==> config.mk <==
export PLATFORM = sky130hd
export DESIGN_NAME = weighted_section_interleaver
export DESIGN_NICKNAME = d
export VERILOG_FILES = /design/src/hw/rtl/wsi_pkg.sv /design/src/hw/rtl/weighted_section_interleaver.sv
export VERILOG_INCLUDE_DIRS = /design/src /design/src/hw/rtl
export SDC_FILE = /design/constraint.sdc
export NUM_CORES = 2
export LEC_CHECK = 0
export ABC_AREA = 1
export BUFFER_PORTS_ARGS = -buffer_cell sky130_fd_sc_hd__buf_2
export CAP_MARGIN = 10
export CORE_UTILIZATION = 60
export DETAILED_ROUTE_END_ITERATION = 8
export PLACE_DENSITY = 0.8
export SLEW_MARGIN = 10
export SYNTH_ARGS = -nofsm -noshare
export SYNTH_HDL_FRONTEND = slang
export SYNTH_SLANG_ARGS = --single-unit
==> constraint.sdc <==
create_clock -name clk_i -period 21.5 [get_ports clk_i]
set_input_delay 4.3 -clock clk_i [delete_from_list [all_inputs] [get_ports clk_i]]
set_output_delay 4.3 -clock clk_i [all_outputs]
set_load 0.1 [all_outputs]
==> src/hw/rtl/weighted_section_interleaver_defines.svh <==
// ----------------------------------------------------------------------------
// weighted_section_interleaver_defines
// Assertion helpers for the section interleaver.
// ----------------------------------------------------------------------------
`ifndef WEIGHTED_SECTION_INTERLEAVER_DEFINES_SVH
`define WEIGHTED_SECTION_INTERLEAVER_DEFINES_SVH

// same-cycle implication
`define WSI_ASSERT_NOW(lbl, ante, cons, msg) \
  lbl: assert property (@(posedge clk_i) disable iff (!rst_ni) (ante) |-> (cons)) \
    else $error(msg);

// next-cycle implication
`define WSI_ASSERT_NEXT(lbl, ante, cons, msg) \
  lbl: assert property (@(posedge clk_i) disable iff (!rst_ni) (ante) |=> (cons)) \
    else $error(msg);

`endif

==> src/hw/rtl/wsi_pkg.sv <==
// ----------------------------------------------------------------------------
// wsi_pkg
// Types, codes and sizes shared by the section interleaver.
// ----------------------------------------------------------------------------
package wsi_pkg;

  localparam int MEMBERS          = 8;
  localparam int FRAME_COUNT_BITS = 20;
  localparam int TOT_W            = FRAME_COUNT_BITS + 1;
  localparam int IDX_W            = $clog2(MEMBERS);
  localparam int CNT_W            = $clog2(MEMBERS + 1);
  localparam int CFG_W            = 4;
  localparam int GROUP_W          = 24;
  localparam int PROD_W           = 2 * TOT_W;
  localparam logic [GROUP_W-1:0] GROUP_MAX = {GROUP_W{1'b1}};

  typedef enum logic [1:0] {
    ACT_LOAD    = 2'd0,
    ACT_RESTART = 2'd1,
    ACT_EMIT    = 2'd2,
    ACT_NONE    = 2'd3
  } action_e;

  typedef enum logic [2:0] {
    ST_IDLE,
    ST_CHECK,
    ST_SCAN,
    ST_MUL_A,
    ST_MUL_B,
    ST_CMP,
    ST_EMIT
  } state_e;

  typedef struct packed {
    logic [1:0]  action;
    logic [2:0]  member_index;
    logic [20:0] member_frames;
    logic        frame_starts_section;
  } in_item_t;

  typedef struct packed {
    logic [2:0]  chosen_member;
    logic [19:0] frame_position;
    logic        new_section;
    logic        group_done;
    logic        mix_error;
  } out_item_t;

endpackage

==> src/hw/rtl/weighted_section_interleaver.sv <==
// ----------------------------------------------------------------------------
// weighted_section_interleaver
// Load/restart beats act on accept; the block stays idle. An emit beat that
// stays in the open section passes CHECK, EMIT; a new-section pick passes
// CHECK, SCAN (with MUL_A, MUL_B, CMP per unfinished member after the first),
// EMIT. Next beat accepted the cycle after the result is loaded; a stalled
// result holds the block. Reset (async, active low) clears all, member_count=1.
// ----------------------------------------------------------------------------
`include "weighted_section_interleaver_defines.svh"

module weighted_section_interleaver import wsi_pkg::*; (
  input  logic      clk_i,
  input  logic      rst_ni,
  // input beats
  input  logic      in_valid_i,
  output logic      in_stall_o,
  input  in_item_t  in_data_i,
  // result beats
  output logic      out_valid_o,
  input  logic      out_stall_i,
  output out_item_t out_data_o,
  // member_count register
  input  logic      cfg_valid_i,
  output logic      cfg_ready_o,
  input  logic [CFG_W-1:0] cfg_data_i
);

  // --------------------------------------------------------------------------
  // State
  // --------------------------------------------------------------------------
  state_e state_q, state_d;

  logic [TOT_W-1:0]   member_total_q   [MEMBERS];
  logic [TOT_W-1:0]   member_written_q [MEMBERS];
  logic [GROUP_W-1:0] group_total_q, group_written_q;
  logic [IDX_W-1:0]   cur_q;
  logic               sec_open_q;
  logic [CFG_W-1:0]   member_count_q;

  // per-item working registers
  logic               fss_q;       // latched frame_starts_section
  logic [CNT_W-1:0]   j_q;         // scan index, can reach n
  logic               found_q;
  logic [IDX_W-1:0]   best_q;      // chosen member
  logic [TOT_W-1:0]   best_t_q, best_w_q;
  logic [PROD_W-1:0]  prod_a_q, prod_b_q;
  logic               new_sec_q;
  logic               err_q;

  out_item_t          out_q;
  logic               out_valid_q;

  // --------------------------------------------------------------------------
  // Shared read port, multiplier and derived terms
  // --------------------------------------------------------------------------
  logic [IDX_W-1:0]  rd_addr;
  logic [TOT_W-1:0]  w_rd, t_rd;
  logic [TOT_W-1:0]  mul_a, mul_b;
  logic [PROD_W-1:0] product;
  logic [CNT_W-1:0]  n_eff;
  logic              rd_unfinished;
  logic              stay_in_section;
  logic              scan_end;
  logic              out_free;
  logic              in_fire;

  assign w_rd          = member_written_q[rd_addr];
  assign t_rd          = member_total_q[rd_addr];
  assign rd_unfinished = w_rd < t_rd;
  assign product       = PROD_W'(mul_a) * PROD_W'(mul_b);

  // member_count above the member limit is clamped
  assign n_eff = (member_count_q > CFG_W'(MEMBERS)) ? CNT_W'(MEMBERS)
                                                    : CNT_W'(member_count_q);

  assign stay_in_section = sec_open_q && ({1'b0, cur_q} < n_eff) &&
                           rd_unfinished && !fss_q;
  assign scan_end = j_q >= n_eff;
  assign out_free = !out_valid_q || !out_stall_i;
  assign in_fire  = in_valid_i && !in_stall_o;

  // --------------------------------------------------------------------------
  // Handshake and datapath steering
  // --------------------------------------------------------------------------
  always_comb begin
    in_stall_o  = (state_q != ST_IDLE);
    // member_count only changes between items
    cfg_ready_o = (state_q == ST_IDLE);
    rd_addr     = j_q[IDX_W-1:0];
    mul_a       = w_rd;
    mul_b       = best_t_q;
    case (state_q)
      ST_CHECK: begin
        rd_addr = cur_q;
      end
      ST_MUL_B: begin
        // second cross product: written_best * total_j
        mul_a = best_w_q;
        mul_b = t_rd;
      end
      ST_EMIT: begin
        rd_addr = best_q;
      end
      default: begin
      end
    endcase
  end

  // --------------------------------------------------------------------------
  // Next-state sequencer
  // --------------------------------------------------------------------------
  always_comb begin
    state_d = state_q;
    case (state_q)
      ST_IDLE: begin
        if (in_fire && in_data_i.action == ACT_EMIT) begin
          state_d = ST_CHECK;
        end
      end
      ST_CHECK: begin
        state_d = stay_in_section ? ST_EMIT : ST_SCAN;
      end
      ST_SCAN: begin
        if (scan_end) begin
          state_d = ST_EMIT;
        end else if (rd_unfinished && found_q) begin
          state_d = ST_MUL_A;
        end
      end
      ST_MUL_A: state_d = ST_MUL_B;
      ST_MUL_B: state_d = ST_CMP;
      ST_CMP:   state_d = ST_SCAN;
      ST_EMIT: begin
        if (out_free) begin
          state_d = ST_IDLE;
        end
      end
      default:  state_d = ST_IDLE;
    endcase
  end

  // --------------------------------------------------------------------------
  // Registers
  // --------------------------------------------------------------------------
  logic [GROUP_W:0]   gt_sum;
  logic [GROUP_W-1:0] gw_inc;
  logic [TOT_W-1:0]   w_inc;

  assign gt_sum = {1'b0, group_total_q} + (GROUP_W + 1)'(in_data_i.member_frames);
  assign gw_inc = (group_written_q == GROUP_MAX) ? group_written_q
                                                 : group_written_q + 1'b1;
  assign w_inc  = w_rd + 1'b1;

  always_ff @(posedge clk_i or negedge rst_ni) begin
    if (!rst_ni) begin
      state_q         <= ST_IDLE;
      for (int i = 0; i < MEMBERS; i++) begin
        member_total_q[i]   <= '0;
        member_written_q[i] <= '0;
      end
      group_total_q   <= '0;
      group_written_q <= '0;
      cur_q           <= '0;
      sec_open_q      <= 1'b0;
      member_count_q  <= CFG_W'(1);
      out_valid_q     <= 1'b0;
      out_q           <= '0;
      fss_q           <= 1'b0;
      found_q         <= 1'b0;
      j_q             <= '0;
      best_q          <= '0;
      best_t_q        <= '0;
      best_w_q        <= '0;
      prod_a_q        <= '0;
      prod_b_q        <= '0;
      new_sec_q       <= 1'b0;
      err_q           <= 1'b0;
    end else begin
      state_q <= state_d;

      if (cfg_valid_i && cfg_ready_o) begin
        member_count_q <= cfg_data_i;
      end

      // result register drains independently of the sequencer
      if (state_q == ST_EMIT && out_free) begin
        out_valid_q <= 1'b1;
      end else if (!out_stall_i) begin
        out_valid_q <= 1'b0;
      end

      case (state_q)
        ST_IDLE: begin
          if (in_fire) begin
            fss_q <= in_data_i.frame_starts_section;
            case (in_data_i.action)
              ACT_LOAD: begin
                // reload replaces the member total but still adds to group
                member_total_q[in_data_i.member_index] <= in_data_i.member_frames;
                group_total_q <= gt_sum[GROUP_W] ? GROUP_MAX : gt_sum[GROUP_W-1:0];
              end
              ACT_RESTART: begin
                for (int i = 0; i < MEMBERS; i++) begin
                  member_written_q[i] <= '0;
                end
                group_written_q <= '0;
                cur_q           <= '0;
                sec_open_q      <= 1'b0;
              end
              default: begin
              end
            endcase
          end
        end
        ST_CHECK: begin
          best_q    <= cur_q;
          new_sec_q <= 1'b0;
          err_q     <= 1'b0;
          j_q       <= '0;
          found_q   <= 1'b0;
        end
        ST_SCAN: begin
          if (scan_end) begin
            err_q     <= !found_q;
            new_sec_q <= 1'b1;
          end else if (!rd_unfinished) begin
            j_q <= j_q + 1'b1;
          end else if (!found_q) begin
            // first unfinished member is the initial pick
            best_q   <= j_q[IDX_W-1:0];
            best_t_q <= t_rd;
            best_w_q <= w_rd;
            found_q  <= 1'b1;
            j_q      <= j_q + 1'b1;
          end
        end
        ST_MUL_A: prod_a_q <= product;
        ST_MUL_B: prod_b_q <= product;
        ST_CMP: begin
          // w_j/t_j <= w_best/t_best, ties go to the later (higher) index
          if (prod_a_q <= prod_b_q) begin
            best_q   <= j_q[IDX_W-1:0];
            best_t_q <= t_rd;
            best_w_q <= w_rd;
          end
          j_q <= j_q + 1'b1;
        end
        ST_EMIT: begin
          if (out_free) begin
            if (err_q) begin
              sec_open_q           <= 1'b0;
              out_q.chosen_member  <= '0;
              out_q.frame_position <= '0;
              out_q.new_section    <= 1'b0;
              out_q.group_done     <= 1'b0;
              out_q.mix_error      <= 1'b1;
            end else begin
              member_written_q[best_q] <= w_inc;
              group_written_q          <= gw_inc;
              cur_q                    <= best_q;
              sec_open_q               <= w_inc < t_rd;
              out_q.chosen_member      <= 3'(best_q);
              out_q.frame_position     <= w_rd[FRAME_COUNT_BITS-1:0];
              out_q.new_section        <= new_sec_q;
              out_q.group_done         <= gw_inc >= group_total_q;
              out_q.mix_error          <= 1'b0;
            end
          end
        end
        default: begin
        end
      endcase
    end
  end

  assign out_valid_o = out_valid_q;
  assign out_data_o  = out_q;

  // --------------------------------------------------------------------------
  // Assertions
  // --------------------------------------------------------------------------
  `WSI_ASSERT_NEXT(a_emit_starts_check,
    in_fire && in_data_i.action == ACT_EMIT, state_q == ST_CHECK,
    "emit beat did not start a section check")
  `WSI_ASSERT_NEXT(a_emit_loads_result,
    state_q == ST_EMIT && out_free, out_valid_o && state_q == ST_IDLE,
    "result not presented after emit step")
  `WSI_ASSERT_NOW(a_compare_has_candidate,
    state_q == ST_MUL_A, found_q && j_q < n_eff,
    "cross-multiply started without a valid candidate")

endmodule

**Word-level counts from Yosys, hierarchy flattened**

Index checks and enable logic that the tools add are counted.

- Register bits after elaboration: 559
- Bits of input ports: 36
- Output and inout bits: 29

- Add/sub/neg operators: 4
- $mul: 1
- $lt $le $gt $ge: 12
- Eq/ne operators: 22
- Muxes and demuxes: 73
- Bitwise operators: 3
- Reductions and logical operators: 34

Operators by type and width:

| operator | count |
|---|---|
| $mux 168 | 4 |
| $bwmux 168 | 2 |
| $mux 21 | 16 |
| $pmux 168 s2 | 1 |
| $mux 24 | 6 |
| $bmux 21 s3 | 2 |
| $demux 21 s3 | 2 |
| $pmux 21 s2 | 2 |
| $pmux 24 s2 | 1 |
| $le 42x42->1 | 1 |
| $lt 21x21->1 | 2 |
| $mul 21x21->42 | 1 |
| $mux 3 | 13 |
| $mux 26 | 1 |
| $add 24x21->25 | 1 |
| $add 24x1->24 const B | 1 |
| $eq 24x24->1 const B | 1 |
| $ge 24x24->1 | 1 |
| $add 21x1->21 const B | 1 |
| $pmux 3 s7 | 1 |
| $mux 4 | 4 |
| $reduce_and 5->1 | 3 |
| $ne 2x2->1 const B | 7 |
| $ge 4x4->1 const B | 3 |
| 28 further kinds | 72 |

**Depth between registers and ports, before layout**

- Depth after elaboration: 11
- Mapped depth: 47
- Gate-level depth less buffers: 42

**Least setup slack after synthesis**

No wires, ideal clock.

- Path type: reg-to-reg
- Start: register state_q[2]
- End: register prod_b_q[26]
- Library setup time: 130 ps
- Data arrival time: 7667 ps
- Data required time: 21370 ps
- Setup slack: 13703 ps
- Cell stages (with the launch flop): 41
- Path buffers: 5
- Clock period less this slack: 7797 ps
- Path through: dfrtp_1 > buf_4 > clkinv_2 > nand3_2 > nand3_4 > nand3_4 > buf_6 > buf_6 > buf_2 > nand2_1 > nand3_1 > nand2_1 > inv_1 > o21ai_1 > inv_1 > o21ai_4 > buf_4 > nor2_1 > [... 5 more ...] > fa_1 > inv_1 > fa_1 > inv_1 > fa_1 > inv_1 > fa_1 > inv_1 > ha_1 > a21oi_1 > o21a_1 > a21boi_0 > o21ai_0 > a21oi_1 > inv_1 > or2_2 > nand3_1 > o21ai_0

- Longest elaborated chain between the ends: 8

RTL lines:

| item | line | text |
|---|---|---|
| start: declaration | weighted_section_interleaver.sv:31 | `state_e state_q, state_d;` |
| start signal: assignment | weighted_section_interleaver.sv:179 | `state_q <= state_d;` |
| $eq 3x3->1 / $eq 3x1->1 (equally long branches) | weighted_section_interleaver.sv:92 | `case (state_q)` |
| $pmux 3 s2 | weighted_section_interleaver.sv:92 |  |
| $not 3->4 (not written as such) | weighted_section_interleaver.sv:67, weighted_section_interleaver.sv:68 |  |
| $bmux 21 s3, on equally long branches | weighted_section_interleaver.sv:67, weighted_section_interleaver.sv:68 |  |
| $mux 21, on equally long branches (2 in series) | weighted_section_interleaver.sv:67, weighted_section_interleaver.sv:68 |  |
| $mux 21 | weighted_section_interleaver.sv:92 |  |
| $mul 21x21->42 | weighted_section_interleaver.sv:70 | `assign product = PROD_W'(mul_a) * PROD_W'(mul_b);` |
| end signal: assignment | weighted_section_interleaver.sv:238 | `ST_MUL_B: prod_b_q <= product;` |
| end: declaration | weighted_section_interleaver.sv:46 | `logic [PROD_W-1:0] prod_a_q, prod_b_q;` |

Parallel ways exist; a longest one is shown, timed or not. The select of a mux whose other input is x is not followed.
A chain may end at the register's enable or synchronous reset.

**Worst setup path after layout**

- Start: register state_q[2]
- End: register prod_b_q[41]

Same word-level chain as after synthesis.

==> flow_summary_export.csv <==
group,metric,value,unit
logic_synthesis,synth_cell_type_count,55,
setup_path,crit_top_cell,"inv_1",
timing,slew_violations,0,
outcome,status,"complete, but fails checks",
die,chipWidth,275,µm
setup_path,worstRegToRegCells,38,
hold_path,min_from,"best_t_q[6]",
die,die_y,275,µm
timing,setup_viol,0,
logic_synthesis,syn_nets,6299,
clocking,cts.htree.levels,2,
power_and_ir_drop,seqPwrFrac,0.171,
clocking,clock_path_buffers,3,
logic_synthesis,syn_inst,5616,
timing,hold_viol_final,0,
timing,worst_slew_pin_slew,1.18,ns
placement,numPortBuffers,64,
placement,hpwl,96900,µm
grt,grt_max_degree,160,
placement,dp.cells,6473,
timing,slew_headroom,0.208,
setup_path,critPathLaunchType,"flip-flop",
timing,finalSetupTns,0,ns
power_and_ir_drop,p_sw,4.58,mW
drt,drtIter0Drc,4152,
logic_synthesis,async_flop_share,1.00,
clocking,cts_resized,0,
drt,drtAntennaViolNets,0,
timing,rsz0062_at_grt,"no",
clocking,cts_setup_buffers,0,
finish,area_delta_synth_final,6.87,%
logic_synthesis,synth_ff_type,"dfrtp_1",
drt,routedWlPerCell,20.4,µm
timing,fmax,0.0842,GHz
logic_synthesis,synth_edf_count,0,
finish,drive_above_1_share,0.0706,
die,ioPinCount,65,
placement,dpl_cell_area,0.0455,mm²
drt,drt-total-wl,134000,µm
logic_synthesis,yosysSeqAreaShare,0.314,
setup_path,crit_slowest_cell,"o21ai_1",
logic_synthesis,syn_area,0.0446,mm²
drt,viasPerCell,5.95,
power_and_ir_drop,pwr-share-clk,0.135,
setup_path,cp_max_fo,88,
logic_synthesis,netlist_top_cells_area,"dfrtp_1 31%, fa_1 16%, nand2_1 12%",
clocking,cts_sinks,559,
setup_path,critPathCaptureType,"flip-flop",
hold_path,min_delay_path_depth,2,
die,fp-row-count,99,
setup_path,r2r-start,"state_q[2]",
setup_path,crit_type,"flip-flop to flip-flop",
setup_path,arrival,12.35,ns
setup_path,critPathLaunch,"state_q[2]",
power_and_ir_drop,power,8.36,mW
clocking,clk_pin_slew,0.07,ns
power_and_ir_drop,p_int,3.77,mW
finish,final_util,0.651,
setup_path,rrSetupSlack,9.63,ns
run,drv_cap,0,
clocking,ctsRootBufferMaster,"clkbuf_16",
grt,globalRouteTotalUtil,0.368,
logic_synthesis,synth-seq-cells,559,
hold_path,hold_class,"flip-flop to flip-flop",
power_and_ir_drop,leakage,24.2,nW
drt,drc_errors,4,
setup_path,cp-endpoint,"prod_b_q[41]",
grt,grt_overflow,0,
setup_path,critical_path_required,21.98,ns
clocking,cts_tree,"yes",
logic_synthesis,yosysTopAreaCell,"dfrtp_1",
drt,num_vias,39200,
clocking,ctsHoldBuffers,0,
die,dieArea,0.0754,mm²
power_and_ir_drop,swShare,0.548,
grt,antenna_found_initial,0,
setup_path,r2r-end,"prod_b_q[41]",
clocking,cts_buffers,59,
finish,post-route-cell-area,0.0476,mm²
power_and_ir_drop,powerDensity,175,mW/mm²
outcome,violations,"DRC",
power_and_ir_drop,combPwrFrac,0.694,
finish,fin_cells,6584,
grt,grt_pass1_wl,214000,µm
grt,grt_pass1_vias,38900,
timing,skew,0.0642,ns
power_and_ir_drop,peakVddDrop,0.000160,V
timing,min_period,11.87,ns
drt,dr.pass1.iters,8,
placement,gp_congestion,1.02,
logic_synthesis,ys_warn_count,0,
die,core-area,0.0732,mm²
finish,fin_nets,6258,
logic_synthesis,yosysTopAreaCellShare,0.313,
logic_synthesis,syn_area_per_cell,7.94,µm²
clocking,clk_latency,0.68,ns
die,start_util,0.609,
timing,min_period_over_period,0.552,
setup_path,critPathMaxStageDelay,0.88,ns
## placed cells by master, fill, tap and decap left out, types with 11 or more instances in the layout
cell type / netlist / final
nand2_1: 1461 / 1460
inv_1: 831 / 830
dfrtp_1: 558 / 558
nor2_1: 426 / 423
o21ai_0: 386 / 382
fa_1: 359 / 359
nand3_1: 315 / 314
ha_1: 288 / 288
a21oi_1: 158 / 156
nand4_1: 94 / 94
o21ai_1: 76 / 75
buf_4: 21 / 65
buf_2: 76 / 63
o22ai_1: 60 / 60
clkbuf_16: 0 / 60
or2_2: 45 / 45
xor2_1: 36 / 36
o21ai_2: 30 / 35
nor3_1: 36 / 34
nand2_2: 28 / 28
xnor2_1: 23 / 23
o211ai_1: 21 / 21
o21a_1: 12 / 12
a31oi_1: 12 / 12
clkinv_2: 1 / 11
inv_2: 11 / 11
nor4_1: 11 / 11
## kinds of logic (layout without fill, tap and decap cells)
kind of cell             after synthesis  in the layout  share of synthesized area
AO/OA/AOI/OAI                        808            808                      0.102
XOR/XNOR                              59             59                     0.0116
adder cells (fa/ha/maj)              647            647                      0.242
buffers and inverters               1083           1091                     0.0987
flip-flops                           559            559                      0.314
multiplexers                           3              3                   0.000758
other                                  0              1                          0
AND/OR/NAND/NOR                     2457           2457                      0.231
## synth_stat cells, drive strengths merged, types with 9 or more instances
| cell type | n |
|---|---|
| a22oi | 9 |
| ha | 288 |
| nand4 | 95 |
| fa | 359 |
| xor2 | 36 |
| xnor2 | 23 |
| dfrtp | 558 |
| nand3b | 9 |
| nand2 | 1491 |
| inv | 842 |
| nor2 | 436 |
| clkinv | 9 |
| nor3 | 36 |
| or2 | 45 |
| o211ai | 21 |
| a31oi | 12 |
| clkbuf | 107 |
| buf | 125 |
| a21oi | 162 |
| o21a | 12 |
| o21ai | 496 |
| o22ai | 60 |
| nand3 | 326 |
| nor4 | 11 |
## critical path, delay by kind of cell, from the launching register on
kind            cells  cell delay [ns]
simple gates       11             2.95
fa+ha+maj           8             3.94
compound gates      7             2.19
buf+inv            12             2.07
flops               1             0.47
## cell type report
type                       instances  area, µm²
antenna                            1       2.50
fill                            6182      25600
inverter                         851       3200
timing repair buffer             130        838
multi-input combinational       3974      26300
clock buffer                      80       1680
tap                              959       1200
sequential                       559      14000
clock inverter                    30        472
## power groups by stage
stage / clock (mW) / combinational (mW) / sequential [mW]
6_report: 1.13 / 5.80 / 1.43
5_1_grt: 1.18 / 6.37 / 1.45
4_1_cts: 1.14 / 5.73 / 1.43
3_5_place_dp: 0 / 5.69 / 1.44
3_3_place_gp: 0 / 5.56 / 1.43
2_1_floorplan: 0 / 3.75 / 1.54
## registers in the layout (all words and copies together) (netlist names)
register / count
best_q: 3
best_t_q: 21
best_w_q: 21
cur_q: 3
err_q: 1
found_q: 1
fss_q: 1
group_total_q: 24
group_written_q: 24
j_q: 4
member_count_q: 4
member_total_q: 168
member_written_q: 168
new_sec_q: 1
out_data_o: 26
out_valid_o: 1
prod_a_q: 42
prod_b_q: 42
sec_open_q: 1
state_q: 3
## routing by layer
metal | track usage | part of all wire | vias up
li1 | - | - | 17700
met1 | 0.482 | 0.38 | 18900
met5 | 0 | 0 | -
met2 | 0.564 | 0.44 | 2165
met3 | 0.0922 | 0.12 | 443
met4 | 0.194 | 0.058 | 0
## how the worst min path moves through the flow
stage / endpoint / slack, ns
2_1_floorplan: best_t_q[10] / 0.43
3_3_place_gp: best_t_q[18] / 0.45
3_5_place_dp: best_t_q[19] / 0.45
4_1_cts: best_t_q[19] / 0.47
5_1_grt: best_t_q[15] / 0.48
6_report: best_t_q[6] / 0.46
## through the flow
step | setup WS [ns] | hold WS (ns)
3_3_place_gp | 10.14 | 0.445
6_report | 9.63 | 0.464
4_1_cts | 9.95 | 0.466
2_1_floorplan | 13.70 | 0.434
3_5_place_dp | 10.11 | 0.451
5_1_grt | 9.12 | 0.482
Power figures use the tool's default switching activity.
